File: config.mk
export PLATFORM = sky130hd
export DESIGN_NAME = cartridge_real_time_clock
export DESIGN_NICKNAME = d
export VERILOG_FILES = /design/src/rtl/crtc_pkg.sv /design/src/rtl/crtc_time.sv /design/src/rtl/cartridge_real_time_clock.sv
export VERILOG_INCLUDE_DIRS = /design/src /design/src/rtl
export SDC_FILE = /design/constraint.sdc
export NUM_CORES = 1
export LEC_CHECK = 0
export BUFFER_PORTS_ARGS = -buffer_cell sky130_fd_sc_hd__clkbuf_2
export CORE_UTILIZATION = 30
export CTS_CLUSTER_SIZE = 16
export DETAILED_ROUTE_END_ITERATION = 7
export PLACE_DENSITY = 0.45
export SETUP_SLACK_MARGIN = 0.3
export SKIP_LAST_GASP = 1
export SYNTH_ARGS = -nofsm -noshare
export SYNTH_HDL_FRONTEND = slang
export SYNTH_SLANG_ARGS = --single-unit
export TNS_END_PERCENT = 5
File: constraint.sdc
create_clock -name clk -period 4.3 [get_ports clk]
set_clock_uncertainty 0.15 [all_clocks]
set_input_delay 0.86 -clock clk [delete_from_list [all_inputs] [get_ports clk]]
set_output_delay 0.86 -clock clk [all_outputs]
set_load 0.05 [all_outputs]
File: src/rtl/cartridge_real_time_clock_defines.svh
// Assertion macros for the cartridge real-time clock.
// Needs clk and arst_n in the scope of use.
`ifndef CARTRIDGE_REAL_TIME_CLOCK_DEFINES_SVH
`define CARTRIDGE_REAL_TIME_CLOCK_DEFINES_SVH

// same-cycle property
`define CRTC_ASSERT(lbl, prop, msg) \
	lbl: assert property (@(posedge clk) disable iff (!arst_n) (prop)) else $error(msg);

// condition now, consequence in the next cycle
`define CRTC_ASSERT_NEXT(lbl, pre, post, msg) \
	lbl: assert property (@(posedge clk) disable iff (!arst_n) (pre) |=> (post)) else $error(msg);

`endif

File: src/rtl/crtc_pkg.sv
// Shared types, codes and constants for the cartridge real-time clock.
// No dependencies.
`default_nettype none
package crtc_pkg;

	localparam int unsigned PERIOD_W     = 24;
	localparam logic [PERIOD_W-1:0] PERIOD_RESET = 24'd4213440;
	localparam logic [5:0] SEC_LIMIT    = 6'd60;
	localparam logic [5:0] MIN_LIMIT    = 6'd60;
	localparam logic [4:0] HOUR_LIMIT   = 5'd24;
	localparam logic [8:0] DAY_MAX      = 9'd511;
	localparam logic [7:0] DAY_HI_MASK  = 8'hC1;
	localparam logic [7:0] UNMAPPED     = 8'hFF;

	typedef enum logic [1:0] {
		OP_TICK  = 2'd0,
		OP_LATCH = 2'd1,
		OP_READ  = 2'd2,
		OP_WRITE = 2'd3
	} crtc_op_t;

	typedef enum logic [2:0] {
		SEL_SEC    = 3'd0,
		SEL_MIN    = 3'd1,
		SEL_HOUR   = 3'd2,
		SEL_DAY_LO = 3'd3,
		SEL_DAY_HI = 3'd4
	} crtc_sel_t;

	typedef struct packed {
		logic       day_ovf;
		logic       halted;
		logic [8:0] days;
		logic [4:0] hours;
		logic [5:0] minutes;
		logic [5:0] seconds;
	} crtc_time_t;

	typedef struct packed {
		logic       step;   // advance one second
		logic       wr;
		crtc_sel_t  sel;
		logic [7:0] data;
	} crtc_cmd_t;

	// register file image: sec, min, hour, day low, day high from the low byte up
	function automatic logic [39:0] crtc_pack(input crtc_time_t t);
		crtc_pack = {t.day_ovf, t.halted, 5'b0, t.days[8], t.days[7:0],
			3'b0, t.hours, 2'b0, t.minutes, 2'b0, t.seconds};
	endfunction

endpackage
`default_nettype wire

File: src/rtl/crtc_time.sv
// Live time counters: second/minute/hour/day cascade, halt and overflow carry.
// Depends on crtc_pkg.
`default_nettype none
module crtc_time (
	input  wire logic              clk,
	input  wire logic              arst_n,
	input  wire crtc_pkg::crtc_cmd_t  cmd,
	output crtc_pkg::crtc_time_t   live
);
	import crtc_pkg::*;

	crtc_time_t time_q;
	crtc_time_t time_d;

	logic [5:0] sec_inc, min_inc;
	logic [4:0] hour_inc;
	logic       sec_c, min_c, hour_c;
	logic [7:0] wmask;

	assign live = time_q;

	always_comb begin
		sec_inc  = time_q.seconds + 6'd1;
		min_inc  = time_q.minutes + 6'd1;
		hour_inc = time_q.hours + 5'd1;
		sec_c    = (sec_inc == SEC_LIMIT);
		min_c    = sec_c && (min_inc == MIN_LIMIT);
		hour_c   = min_c && (hour_inc == HOUR_LIMIT);
		wmask    = cmd.data & DAY_HI_MASK;
		time_d   = time_q;
		if (cmd.step) begin
			time_d.seconds = sec_c ? 6'd0 : sec_inc;
			if (sec_c)
				time_d.minutes = min_c ? 6'd0 : min_inc;
			if (min_c)
				time_d.hours = hour_c ? 5'd0 : hour_inc;
			if (hour_c) begin
				if (time_q.days == DAY_MAX) begin
					time_d.days    = 9'd0;
					time_d.day_ovf = 1'b1;
				end else begin
					time_d.days = time_q.days + 9'd1;
				end
			end
		end
		if (cmd.wr) begin
			case (cmd.sel)
				SEL_SEC:    time_d.seconds = cmd.data[5:0];
				SEL_MIN:    time_d.minutes = cmd.data[5:0];
				SEL_HOUR:   time_d.hours = cmd.data[4:0];
				SEL_DAY_LO: time_d.days = {time_q.days[8], cmd.data};
				SEL_DAY_HI: begin
					time_d.days    = {wmask[0], time_q.days[7:0]};
					time_d.halted  = wmask[6];
					time_d.day_ovf = wmask[7];
				end
				default: ;
			endcase
		end
	end

	always_ff @(posedge clk or negedge arst_n) begin
		if (!arst_n)
			time_q <= '0;
		else
			time_q <= time_d;
	end

endmodule
`default_nettype wire

File: src/rtl/cartridge_real_time_clock.sv
// An accepted item sits in the input register, then its result is registered in out_valid/read_data.
// Throughput: one item per cycle unless out_ready stalls; input and result register form a two-entry pipe.
// Reset (arst_n, asynchronous): counters, latch and halt clear, tick period and prescaler
// load 4213440, both pipe stages empty. Config port always ready.
// Depends on crtc_pkg, crtc_time and cartridge_real_time_clock_defines.svh.
`default_nettype none
module cartridge_real_time_clock (
	input  wire logic        clk,
	input  wire logic        arst_n,
	input  wire logic        in_valid,
	output logic             in_ready,
	input  wire logic [1:0]  opcode,
	input  wire logic [2:0]  reg_select,
	input  wire logic [7:0]  write_data,
	output logic             out_valid,
	input  wire logic        out_ready,
	output logic [7:0]       read_data,
	input  wire logic        cfg_valid,
	output logic             cfg_ready,
	input  wire logic [23:0] tick_period
);
	import crtc_pkg::*;
	`include "cartridge_real_time_clock_defines.svh"

	logic [PERIOD_W-1:0] period_q;
	logic [PERIOD_W-1:0] prescale_q;
	logic [PERIOD_W-1:0] prescale_base;
	logic                valid_s1;
	crtc_op_t            op_s1;
	crtc_sel_t           sel_s1;
	logic [7:0]          data_s1;
	logic                out_valid_q;
	logic [7:0]          read_data_q;
	logic [39:0]         latched_q;
	logic                advance;
	logic                is_tick;
	logic [7:0]          result;
	crtc_cmd_t           cmd;
	crtc_time_t          live;

	assign cfg_ready = 1'b1;
	assign advance   = valid_s1 && (!out_valid_q || out_ready);
	assign in_ready  = !valid_s1 || advance;
	assign out_valid = out_valid_q;
	assign read_data = read_data_q;
	assign is_tick   = advance && (op_s1 == OP_TICK);

	always_comb begin
		prescale_base = (prescale_q == '0) ? period_q : prescale_q;
		cmd.step = is_tick && (prescale_q == '0) && !live.halted;
		cmd.wr   = advance && (op_s1 == OP_WRITE);
		cmd.sel  = sel_s1;
		cmd.data = data_s1;
		result   = UNMAPPED;
		if (op_s1 == OP_READ) begin
			case (sel_s1)
				SEL_SEC:    result = latched_q[7:0];
				SEL_MIN:    result = latched_q[15:8];
				SEL_HOUR:   result = latched_q[23:16];
				SEL_DAY_LO: result = latched_q[31:24];
				SEL_DAY_HI: result = latched_q[39:32];
				default:    result = UNMAPPED;
			endcase
		end
	end

	crtc_time u_time (
		.clk    (clk),
		.arst_n (arst_n),
		.cmd    (cmd),
		.live   (live)
	);

	always_ff @(posedge clk or negedge arst_n) begin
		if (!arst_n) begin
			period_q    <= PERIOD_RESET;
			prescale_q  <= PERIOD_RESET;
			latched_q   <= '0;
			valid_s1    <= 1'b0;
			out_valid_q <= 1'b0;
		end else begin
			if (cfg_valid)
				period_q <= tick_period;
			if (is_tick)
				prescale_q <= prescale_base - 24'd1;
			if (advance && (op_s1 == OP_LATCH))
				latched_q <= crtc_pack(live);
			if (in_ready)
				valid_s1 <= in_valid;
			if (advance)
				out_valid_q <= 1'b1;
			else if (out_ready)
				out_valid_q <= 1'b0;
		end
	end

	always_ff @(posedge clk) begin
		if (in_valid && in_ready) begin
			op_s1   <= crtc_op_t'(opcode);
			sel_s1  <= crtc_sel_t'(reg_select);
			data_s1 <= write_data;
		end
		if (advance)
			read_data_q <= result;
	end

	`CRTC_ASSERT(a_stall_only_when_full, in_ready || (valid_s1 && out_valid_q && !out_ready), "input stalled with room in the pipe")
	`CRTC_ASSERT_NEXT(a_non_read_ff, advance && (op_s1 != OP_READ), read_data_q == UNMAPPED, "non-read item gave a byte other than 0xFF")
	`CRTC_ASSERT_NEXT(a_reload, is_tick && (prescale_q == '0), prescale_q == $past(period_q) - 24'd1, "prescaler did not reload from the tick period")
	`CRTC_ASSERT_NEXT(a_ovf_sticky, live.day_ovf && !(cmd.wr && (cmd.sel == SEL_DAY_HI)), live.day_ovf, "day overflow cleared without a day-high write")

endmodule
`default_nettype wire
==> results of run 1 <==
==> worst max-delay path: stages (launching register included) <==
cell,delay (ps)
dfstp_2,390
or4_4,560
or3_1,480
nor3_4,340
a21oi_1,140
ha_1,270
nor4b_2,180
nand2_1,220
a41oi_1,100
o21ai_0,230
o311ai_0,190
and2_1,200
o21ai_0,140
==> path summary, 6_finish.rpt <==
path                       slack (ps)     startpoint  cells after the start              to
hold reg to reg                   330  latched_q[13]                      2   latched_q[13]
setup / recovery                  630  prescale_q[9]                     12  prescale_q[14]
setup reg to reg                  630  prescale_q[9]                     12  prescale_q[14]
max in group asynchronous        2870         arst_n                      2    period_q[22]
min in group clk                  330  latched_q[13]                      2   latched_q[13]
hold / removal                    330         arst_n                      1        valid_s1
==> registers in the layout (all words and copies together) (netlist names) <==
name and count:
data_s1 8, latched_q 28, op_s1 2, out_valid 1, period_q 24, prescale_q 24
read_data 8, sel_s1 3, u_time.live 28, valid_s1 1
==> metal layers <==
layer / part of all wire / vias to the layer above
met5: 0 / -
met4: 0.0086 / 0
met3: 0.040 / 8
met1: 0.49 / 2648
met2: 0.46 / 118
li1: - / 2536
==> power by group <==
group          total, mW  internal, mW  switching (mW)
Sequential          1.78          1.49           0.286
Combinational      0.816         0.376           0.440
Clock               1.44         0.901           0.536
==> repair_timing <==
item,in CTS,in global routing
setup buffers,0,0
endpoints found under the setup margin,0,2
gates resized for setup,0,1
==> final cells by class <==
type,instances,area share
Sequential cell,127,0.4185
Multi-Input combinational cell,475,0.4112
Clock buffer,22,0.06033
Timing Repair Buffer,63,0.04572
Tap cell,280,0.04445
Clock inverter,10,0.01413
Inverter,12,0.005715
==> cells in the final DEF, fill, tap and decap left out, drive strengths merged, types with 9 or more instances in the layout <==
cell type / Yosys / layout
a21oi: 17 / 17
a31oi: 17 / 17
and2: 9 / 9
buf: 10 / 13
clkbuf: 21 / 72
dfrtp: 94 / 94
dfstp: 12 / 12
edfxtp: 21 / 21
inv: 12 / 13
mux2: 58 / 58
mux2i: 13 / 13
nand2: 63 / 63
nand3: 22 / 22
nor2: 42 / 42
nor3: 17 / 17
nor4: 13 / 13
o21ai: 54 / 54
or3: 13 / 13
==> stage by stage <==
stage	instances	cell area [sq um]
finish	989	7881
global route	989	7881
global placement	957	7288
detailed placement	957	7288
CTS	989	7875
floorplan	645	6709
==> cell families (layout without fill, tap and decap cells) <==
family | Yosys count | in the layout | synth area share
and+or+nand+nor | 233 | 233 | 0.1839
AOI/OAI and AO/OA | 156 | 156 | 0.1541
DFF | 127 | 127 | 0.4916
muxes | 73 | 73 | 0.1235
buffers and inverters | 43 | 107 | 0.02630
adders and majority gates | 8 | 8 | 0.01492
xor gates and xnor gates | 4 | 4 | 0.005223
other | 1 | 1 | 0.0005590
==> results_dict.tcl, run 1 <==
set metrics [dict create \
    use_met3 0.03802 \
    grt_pass1_vias 5294 \
    diodes 0 \
    die-area_sq_um 22970 \
    place_ws_ps 559.6 \
    crit_fanout 8 \
    total_power_mw 4.032 \
    grt_busiest_layer "met2" \
    cp_data_arrival_time_ps 3850 \
    wl_per_cell_um 17.66 \
    layout_min_cycle_time_ps 3668 \
    peakVddDrop_mv 0.2323 \
    ys_top_cells_by_count "94 x dfrtp_1, 63 x nand2_1, 58 x mux2_2" \
    fillers 2198 \
    syn_inst 645 \
    drtPass1Iterations 5 \
    synth_cell_type_count 68 \
    worstSetupStartpointType "flop" \
    synth.avg_cell_area_sq_um 10.40 \
    ys_dominant_reg_cell "dfrtp_1" \
    die_y_um 151.5 \
    gp_congestion 0.8541 \
    cts-root-buf "clkbuf_16" \
    drv_slew 0 \
    fmax_mhz 272.7 \
    ys_seq_area_frac 0.4916 \
    maxSlewHeadroom 0.4570 \
    end_kind "flop" \
    start_util 0.3065 \
    drt_iter0_markers 222 \
    post-synth-top-count-cell "dfrtp_1" \
    grt_overflow 0 \
    layout-drive-gt1-share 0.2525 \
    setup_viol 0 \
    critPathRequiredTime_ps 4480 \
    grt_pass1_wl_um 28660 \
    core_area_sq_um 21890 \
    crit_type "reg -> reg" \
    yosysTopAreaCell "dfrtp_1" \
    synth_nets 695 \
    place_hpwl_um 12390 \
    cts_tree "built" \
    synth_edf_count 21 \
    setup_slack_ps 632.4 \
    antenna_found_initial 0 \
    synthTopCellsByArea "dfrtp_1 35%, mux2_2 9.7%, edfxtp_1 9.4%" \
    vias 5310 \
    status "finished clean" \
    rsz0062_at_grt "false" \
    nNetsFinal 746 \
    ys_warn_count 0 \
    grt_use_total 0.1644 \
    synth.top_cell.area_share 0.3506 \
    fin_util 0.3600 \
    clock-sinks 127 \
    worstMarginPinSlew_ps 814.5 \
    drt-total-wl_um 17470 \
    io_pins 53 \
    use_met1 0.2231 \
    regArea_sq_um 3298 \
    setup_tns_ps 0 \
    max-cap-violations 0 \
    met2_usage 0.2623 \
    synthArstFlopShare 0.8346 \
    syn_to_final_growth_pct 17.47 \
    rows 54 \
    io_buffers 51 \
    min_period_over_period 0.8529 \
    cts_buffers 17 \
    synth-seq-cells 127 \
    drc 0 \
    hold_viol 0 \
    multi_input_area_sq_um 3241 \
    cts.htree.levels 4 \
    vias_per_cell 5.369 \
    ant_nets 0 \
    die_w_um 151.5 \
    powerDensity_nw_per_um2 511.6 \
    whs_ps 332.9 \
    p_leak_nw 3.076 \
    hp-class "in -> async" \
    grt_max_degree 59 \
    cts_hold_buffers 0 \
    synth.cell_area_sq_um 6709 \
    clk_path_buf_depth 2 \
    clk_pin_slew_ps 60 \
    insertion_delay_ps 420 \
]
Note: power is estimated with default switching activity, not from simulation.
==> inputs of run 2 (changes only) <==
- CORE_MARGIN: unset -> 4
==> results_dict.tcl, run 2 (same netlist as run 1, synthesis figures left out) <==
set metrics [dict create \
    status "finished clean" \
    dp.cells 958 \
    clk_path_buf_depth 2 \
    maxSlewHeadroom 0.4699 \
    drv_slew 0 \
    grt_overflow 0 \
    syn_to_final_growth_pct 18.33 \
    drt_iter0_markers 303 \
    grt_max_degree 107 \
    max-cap-violations 0 \
    die_y_um 157.5 \
    clockPowerShare 0.370 \
    met2_usage 0.2282 \
    ant_nets 0 \
    io_pins 53 \
    diodes 0 \
    layout-drive-gt1-share 0.2556 \
    start_util 0.3065 \
    vias_per_cell 5.370 \
    cp_data_arrival_time_ps 3810 \
    powerDensity_nw_per_um2 518.7 \
    power_frac_comb 0.199 \
    grt_pass1_vias 5353 \
    gp_congestion 0.8368 \
    layout_min_cycle_time_ps 3676 \
    hp-class "in -> async" \
    crit_fanout 7 \
    drt-total-wl_um 17360 \
    p_seq_frac 0.431 \
    grt_pass1_wl_um 29040 \
    p_leak_nw 3.103 \
    antenna_found_initial 0 \
    setup_tns_ps 0 \
    cts.repair.resized 0 \
    whs_ps 322.1 \
    r2r_setup_slack_ps 620 \
    peakVddDrop_mv 0.2264 \
    worstSetupStartpointType "flop" \
    hold_viol 0 \
    die_w_um 157.5 \
    min_period_over_period 0.8548 \
    worstMarginPinSlew_ps 795.1 \
    p_switching_mw 1.256 \
    setup_viol 0 \
    insertion_delay_ps 420 \
    core_area_sq_um 21890 \
    r2r_cells 12 \
    total_power_mw 4.118 \
    final_cell_mix "94 x dfrtp_1, 63 x nand2_1, 58 x mux2_2" \
    fmax_mhz 272.1 \
    rr_startpoint "prescale_q[11]" \
    critPathRequiredTime_ps 4440 \
    cts.htree.levels 4 \
    cts_buffers 17 \
    nNetsFinal 749 \
    use_met1 0.2101 \
    p_int_mw 2.862 \
    drtPass1Iterations 6 \
    slowest_delay_ps 580 \
    grt_busiest_layer "met2" \
    reg2reg_to "prescale_q[20]" \
    rows 54 \
    end_kind "flop" \
    wl_per_cell_um 17.50 \
    grt_use_total 0.1487 \
    fin_cells 992 \
    worstPathCellList "or4_4 > or3_1 > nor3_4 > a21oi_1 > ha_1 > nor4b_1 > nand2_1 > nor3_1 > o21ai_0 > a2111oi_2 > mux2i_1 > o2bb2ai_1" \
    cts-root-buf "clkbuf_16" \
    use_met3 0.02914 \
    io_buffers 51 \
    p_sw_frac 0.3050 \
    crit_type "reg -> reg" \
    die-area_sq_um 24820 \
    final_common_cell "dfrtp_1" \
    cts_tree "built" \
    crit_slowest_cell "dfstp_2" \
    place_hpwl_um 12380 \
    clk_pin_slew_ps 60 \
    clock-sinks 127 \
    rsz0062_at_grt "false" \
    vias 5327 \
    drc 0 \
]
run 2: timing repair:
item,CTS,global route
hold buffers,0,0
buffers inserted,0,2
endpoints found under the setup margin,0,1
run 2: power groups by stage:
stage | sequential (mW) | clock (mW) | combinational, mW
after global routing | 1.82 | 1.62 | 0.927
after floorplan | 1.70 | 0 | 0.643
after detailed placement | 1.79 | 0 | 0.819
after global placement | 1.79 | 0 | 0.808
final | 1.78 | 1.52 | 0.819
after CTS | 1.77 | 1.56 | 0.823
run 2: per-layer routing:
layer / wire length (um) / vias to the layer above / part of all wire
met5: 0 / - / 0
met4: 196 / 0 / 0.011
met3: 661 / 13 / 0.038
met2: 7932 / 115 / 0.46
met1: 8573 / 2655 / 0.49
li1: - / 2544 / -
run 2: cell type report:
class / instances / area [sq um]
Sequential cell: 127 / 3298
Multi-Input combinational cell: 475 / 3234
Inverter: 12 / 45.04
Tap cell: 280 / 350.3
Fill cell: 2205 / 13950
Clock inverter: 9 / 128.9
Clock buffer: 23 / 499.2
Timing Repair Buffer: 66 / 382.9
run 2: stage by stage:
| stage | cell area (sq um) | setup slack [ps] | util |
|---|---|---|---|
| 2_1_floorplan | 6709 | 684.6 | - |
| 3_3_place_gp | 7296 | 720.9 | 0.3333 |
| 3_5_place_dp | 7296 | 663.3 | 0.3333 |
| 4_1_cts | 7924 | 627.5 | 0.3620 |
| 5_1_grt | 7939 | 278.6 | 0.3627 |
| 6_report | 7939 | 624.2 | 0.3627 |
run 2: critical path, delay by kind of cell (launching register included):
family,cells,cell delay (ps)
compound gates,4,980
fa+ha+maj,1,260
flops,1,580
mux,1,230
simple gates,6,1340
run 2: how the worst max path moves through the flow:
stage / from / slack [ps] / to
after CTS: prescale_q[11] / 630 / prescale_q[20]
after floorplan: prescale_q[11] / 680 / prescale_q[20]
after detailed placement: prescale_q[11] / 660 / prescale_q[20]
after global placement: prescale_q[11] / 720 / prescale_q[20]
after global routing: prescale_q[11] / 280 / prescale_q[20]
final: prescale_q[11] / 620 / prescale_q[20]
==> inputs of run 3 (changes only) <==
- SYNTH_HIERARCHICAL: unset -> 1
==> results_dict.tcl, run 3 <==
set metrics [dict create \
    post-synth-top-count-cell "dfrtp_1" \
    place_hpwl_um 13040 \
    grt_pass1_wl_um 29940 \
    drt_iter0_markers 363 \
    p_int_mw 2.638 \
    antenna_found_initial 0 \
    grt_overflow 0 \
    total_power_mw 3.873 \
    ys_dominant_reg_cell "dfrtp_1" \
    grt_use_total 0.1447 \
    io_pins 53 \
    worstSetupStartpointType "flop" \
    synth.cell_area_sq_um 6900 \
    fin_util 0.3540 \
    place_ws_ps 625.3 \
    synth.avg_cell_area_sq_um 10.50 \
    fmax_mhz 285.1 \
    wl_per_cell_um 18.19 \
    rsz0062_at_grt "false" \
    ant_nets 0 \
    final_common_cell "dfrtp_1" \
    hold_viol 0 \
    cts.repair.resized 0 \
    cp_data_arrival_time_ps 3700 \
    cts_buffers 17 \
    rows 55 \
    setup_slack_ps 791.9 \
    gp_congestion 0.8528 \
    vias_per_cell 5.510 \
    p_leak_nw 3.233 \
    ys_warn_count 6 \
    setup_viol 0 \
    synth_edf_count 21 \
    io_buffers 51 \
    insertion_delay_ps 420 \
    end_kind "flop" \
    hp-class "in -> async" \
    cts.htree.levels 4 \
    syn_to_final_growth_pct 16.16 \
    crit_slowest_cell "dfstp_2" \
    p_sw_frac 0.3188 \
    crit_type "reg -> reg" \
    drc 0 \
    min_period_over_period 0.8158 \
    cp-startpoint "prescale_q[9]" \
    die_w_um 159.7 \
    worstPathCellList "nor4_2 > nand3_2 > nor2_1 > a21oi_1 > ha_1 > nor3b_2 > nand2_1 > a311o_2 > a211o_1 > o31a_1 > nor3_1" \
    drt-total-wl_um 18270 \
    worstMarginPinSlew_ps 798.2 \
    vias 5532 \
    layout_min_cycle_time_ps 3508 \
    nNetsFinal 756 \
    die-area_sq_um 25490 \
    drtPass1Iterations 5 \
    diodes 0 \
    synth-seq-cells 127 \
    dp.cells 972 \
    rr_startpoint "prescale_q[9]" \
    grt_max_degree 52 \
    core_area_sq_um 22640 \
    ys_top_cells_by_count "94 x dfrtp_1, 61 x nand2_1, 54 x mux2_2" \
    final_cell_mix "94 x dfrtp_1, 61 x nand2_1, 54 x mux2_2" \
    cts-root-buf "clkbuf_16" \
    maxSlewHeadroom 0.4679 \
    cts_hold_buffers 0 \
    drv_slew 0 \
    p_seq_frac 0.458 \
    fin_area_sq_um 8015 \
    synthArstFlopShare 0.8346 \
    clk_pin_slew_ps 60 \
    critPathRequiredTime_ps 4490 \
    clock-sinks 127 \
    post_cts_buffers 0 \
    dpl-instance-area_sq_um 7447 \
    status "finished clean" \
    cts_tree "built" \
    clockPowerShare 0.355 \
    grt_pass1_vias 5605 \
    start_util 0.3048 \
    synth.top_cell.area_share 0.3409 \
    layout-drive-gt1-share 0.2698 \
    ys_seq_area_frac 0.4780 \
    max-cap-violations 0 \
    setup_tns_ps 0 \
    yosysTopAreaCell "dfrtp_1" \
    syn_inst 657 \
    clk_path_buf_depth 2 \
    crit_fanout 8 \
    die_y_um 159.7 \
    fillers 2297 \
    synth_nets 707 \
    peakVddDrop_mv 0.1793 \
    synthTopCellsByArea "dfrtp_1 34%, edfxtp_1 9.1%, mux2_2 8.8%" \
    synth_cell_type_count 89 \
    slowest_delay_ps 590 \
    powerDensity_nw_per_um2 483.2 \
    power_frac_comb 0.187 \
    fin_cells 1004 \
    whs_ps 342.7 \
    p_switching_mw 1.235 \
]
==> run 3: cell count changes after synthesis, moves of 5 or more <==
cell     before  now
o21ai_0      54   37
a21oi_1      17   33
and3_1        6   14
nor2_1       42   50
mux2i_1      13    6
or3_1        11    4
nor3_1       15   21
or4_1         5    0
==> run 3: worst paths after layout <==
check                                 endpoint  slack [ps]  depth (start not counted)
worst max register to register  prescale_q[22]         790                         11
max in group asynchronous        prescale_q[9]        2770                          2
worst min-delay path              period_q[13]         340                          1
worst min register to register  prescale_q[14]         340                          2
worst max-delay path            prescale_q[22]         790                         11
min in group clk                prescale_q[14]         340                          2
==> run 3: cells by family (layout without fill, tap and decap cells) <==
group / Yosys count / after routing / synth area share
other: 1 / 1 / 0.0005434
and+or+nand+nor: 244 / 244 / 0.1960
xor gates and xnor gates: 6 / 6 / 0.008705
buffers and inverters: 44 / 106 / 0.02883
muxes: 65 / 65 / 0.1131
DFF: 127 / 127 / 0.4780
AOI/OAI and AO/OA: 162 / 162 / 0.1603
adders and majority gates: 8 / 8 / 0.01451
==> run 3: layout make-up <==
cell class | count | area [sq um] | share of cell area
sequential | 127 | 3298 | 0.4115
inverter | 11 | 41.29 | 0.005151
clock inverter | 14 | 133.9 | 0.01670
multi-input combinational | 486 | 3408 | 0.4252
clock buffer | 18 | 429.2 | 0.05354
timing repair buffer | 63 | 347.8 | 0.04340
tap | 285 | 356.6 | 0.04449
==> run 3: metal layers <==
metal,GRT usage,part of all wire,up-vias
li1,-,-,2600
met1,0.1847,0.45,2743
met2,0.2421,0.49,157
met3,0.03097,0.043,32
met4,0.05325,0.024,0
met5,0,0,-
==> run 3: power by group through the flow <==
| stage | clock network, mW | registers, mW | logic, mW |
|---|---|---|---|
| after floorplan | 0 | 1.70 | 0.569 |
| after global routing | 1.46 | 1.82 | 0.813 |
| final | 1.38 | 1.77 | 0.724 |
| after CTS | 1.42 | 1.77 | 0.730 |
| after global placement | 0 | 1.78 | 0.717 |
| after detailed placement | 0 | 1.79 | 0.728 |
==> run 3: worst max-delay path: cells and delay by family (launching register included) <==
| family | cells | cell delay, ps |
|---|---|---|
| AOI/OAI and AO/OA | 4 | 1370 |
| and+or+nand+nor | 6 | 1100 |
| DFF | 1 | 590 |
| adders and majority gates | 1 | 210 |
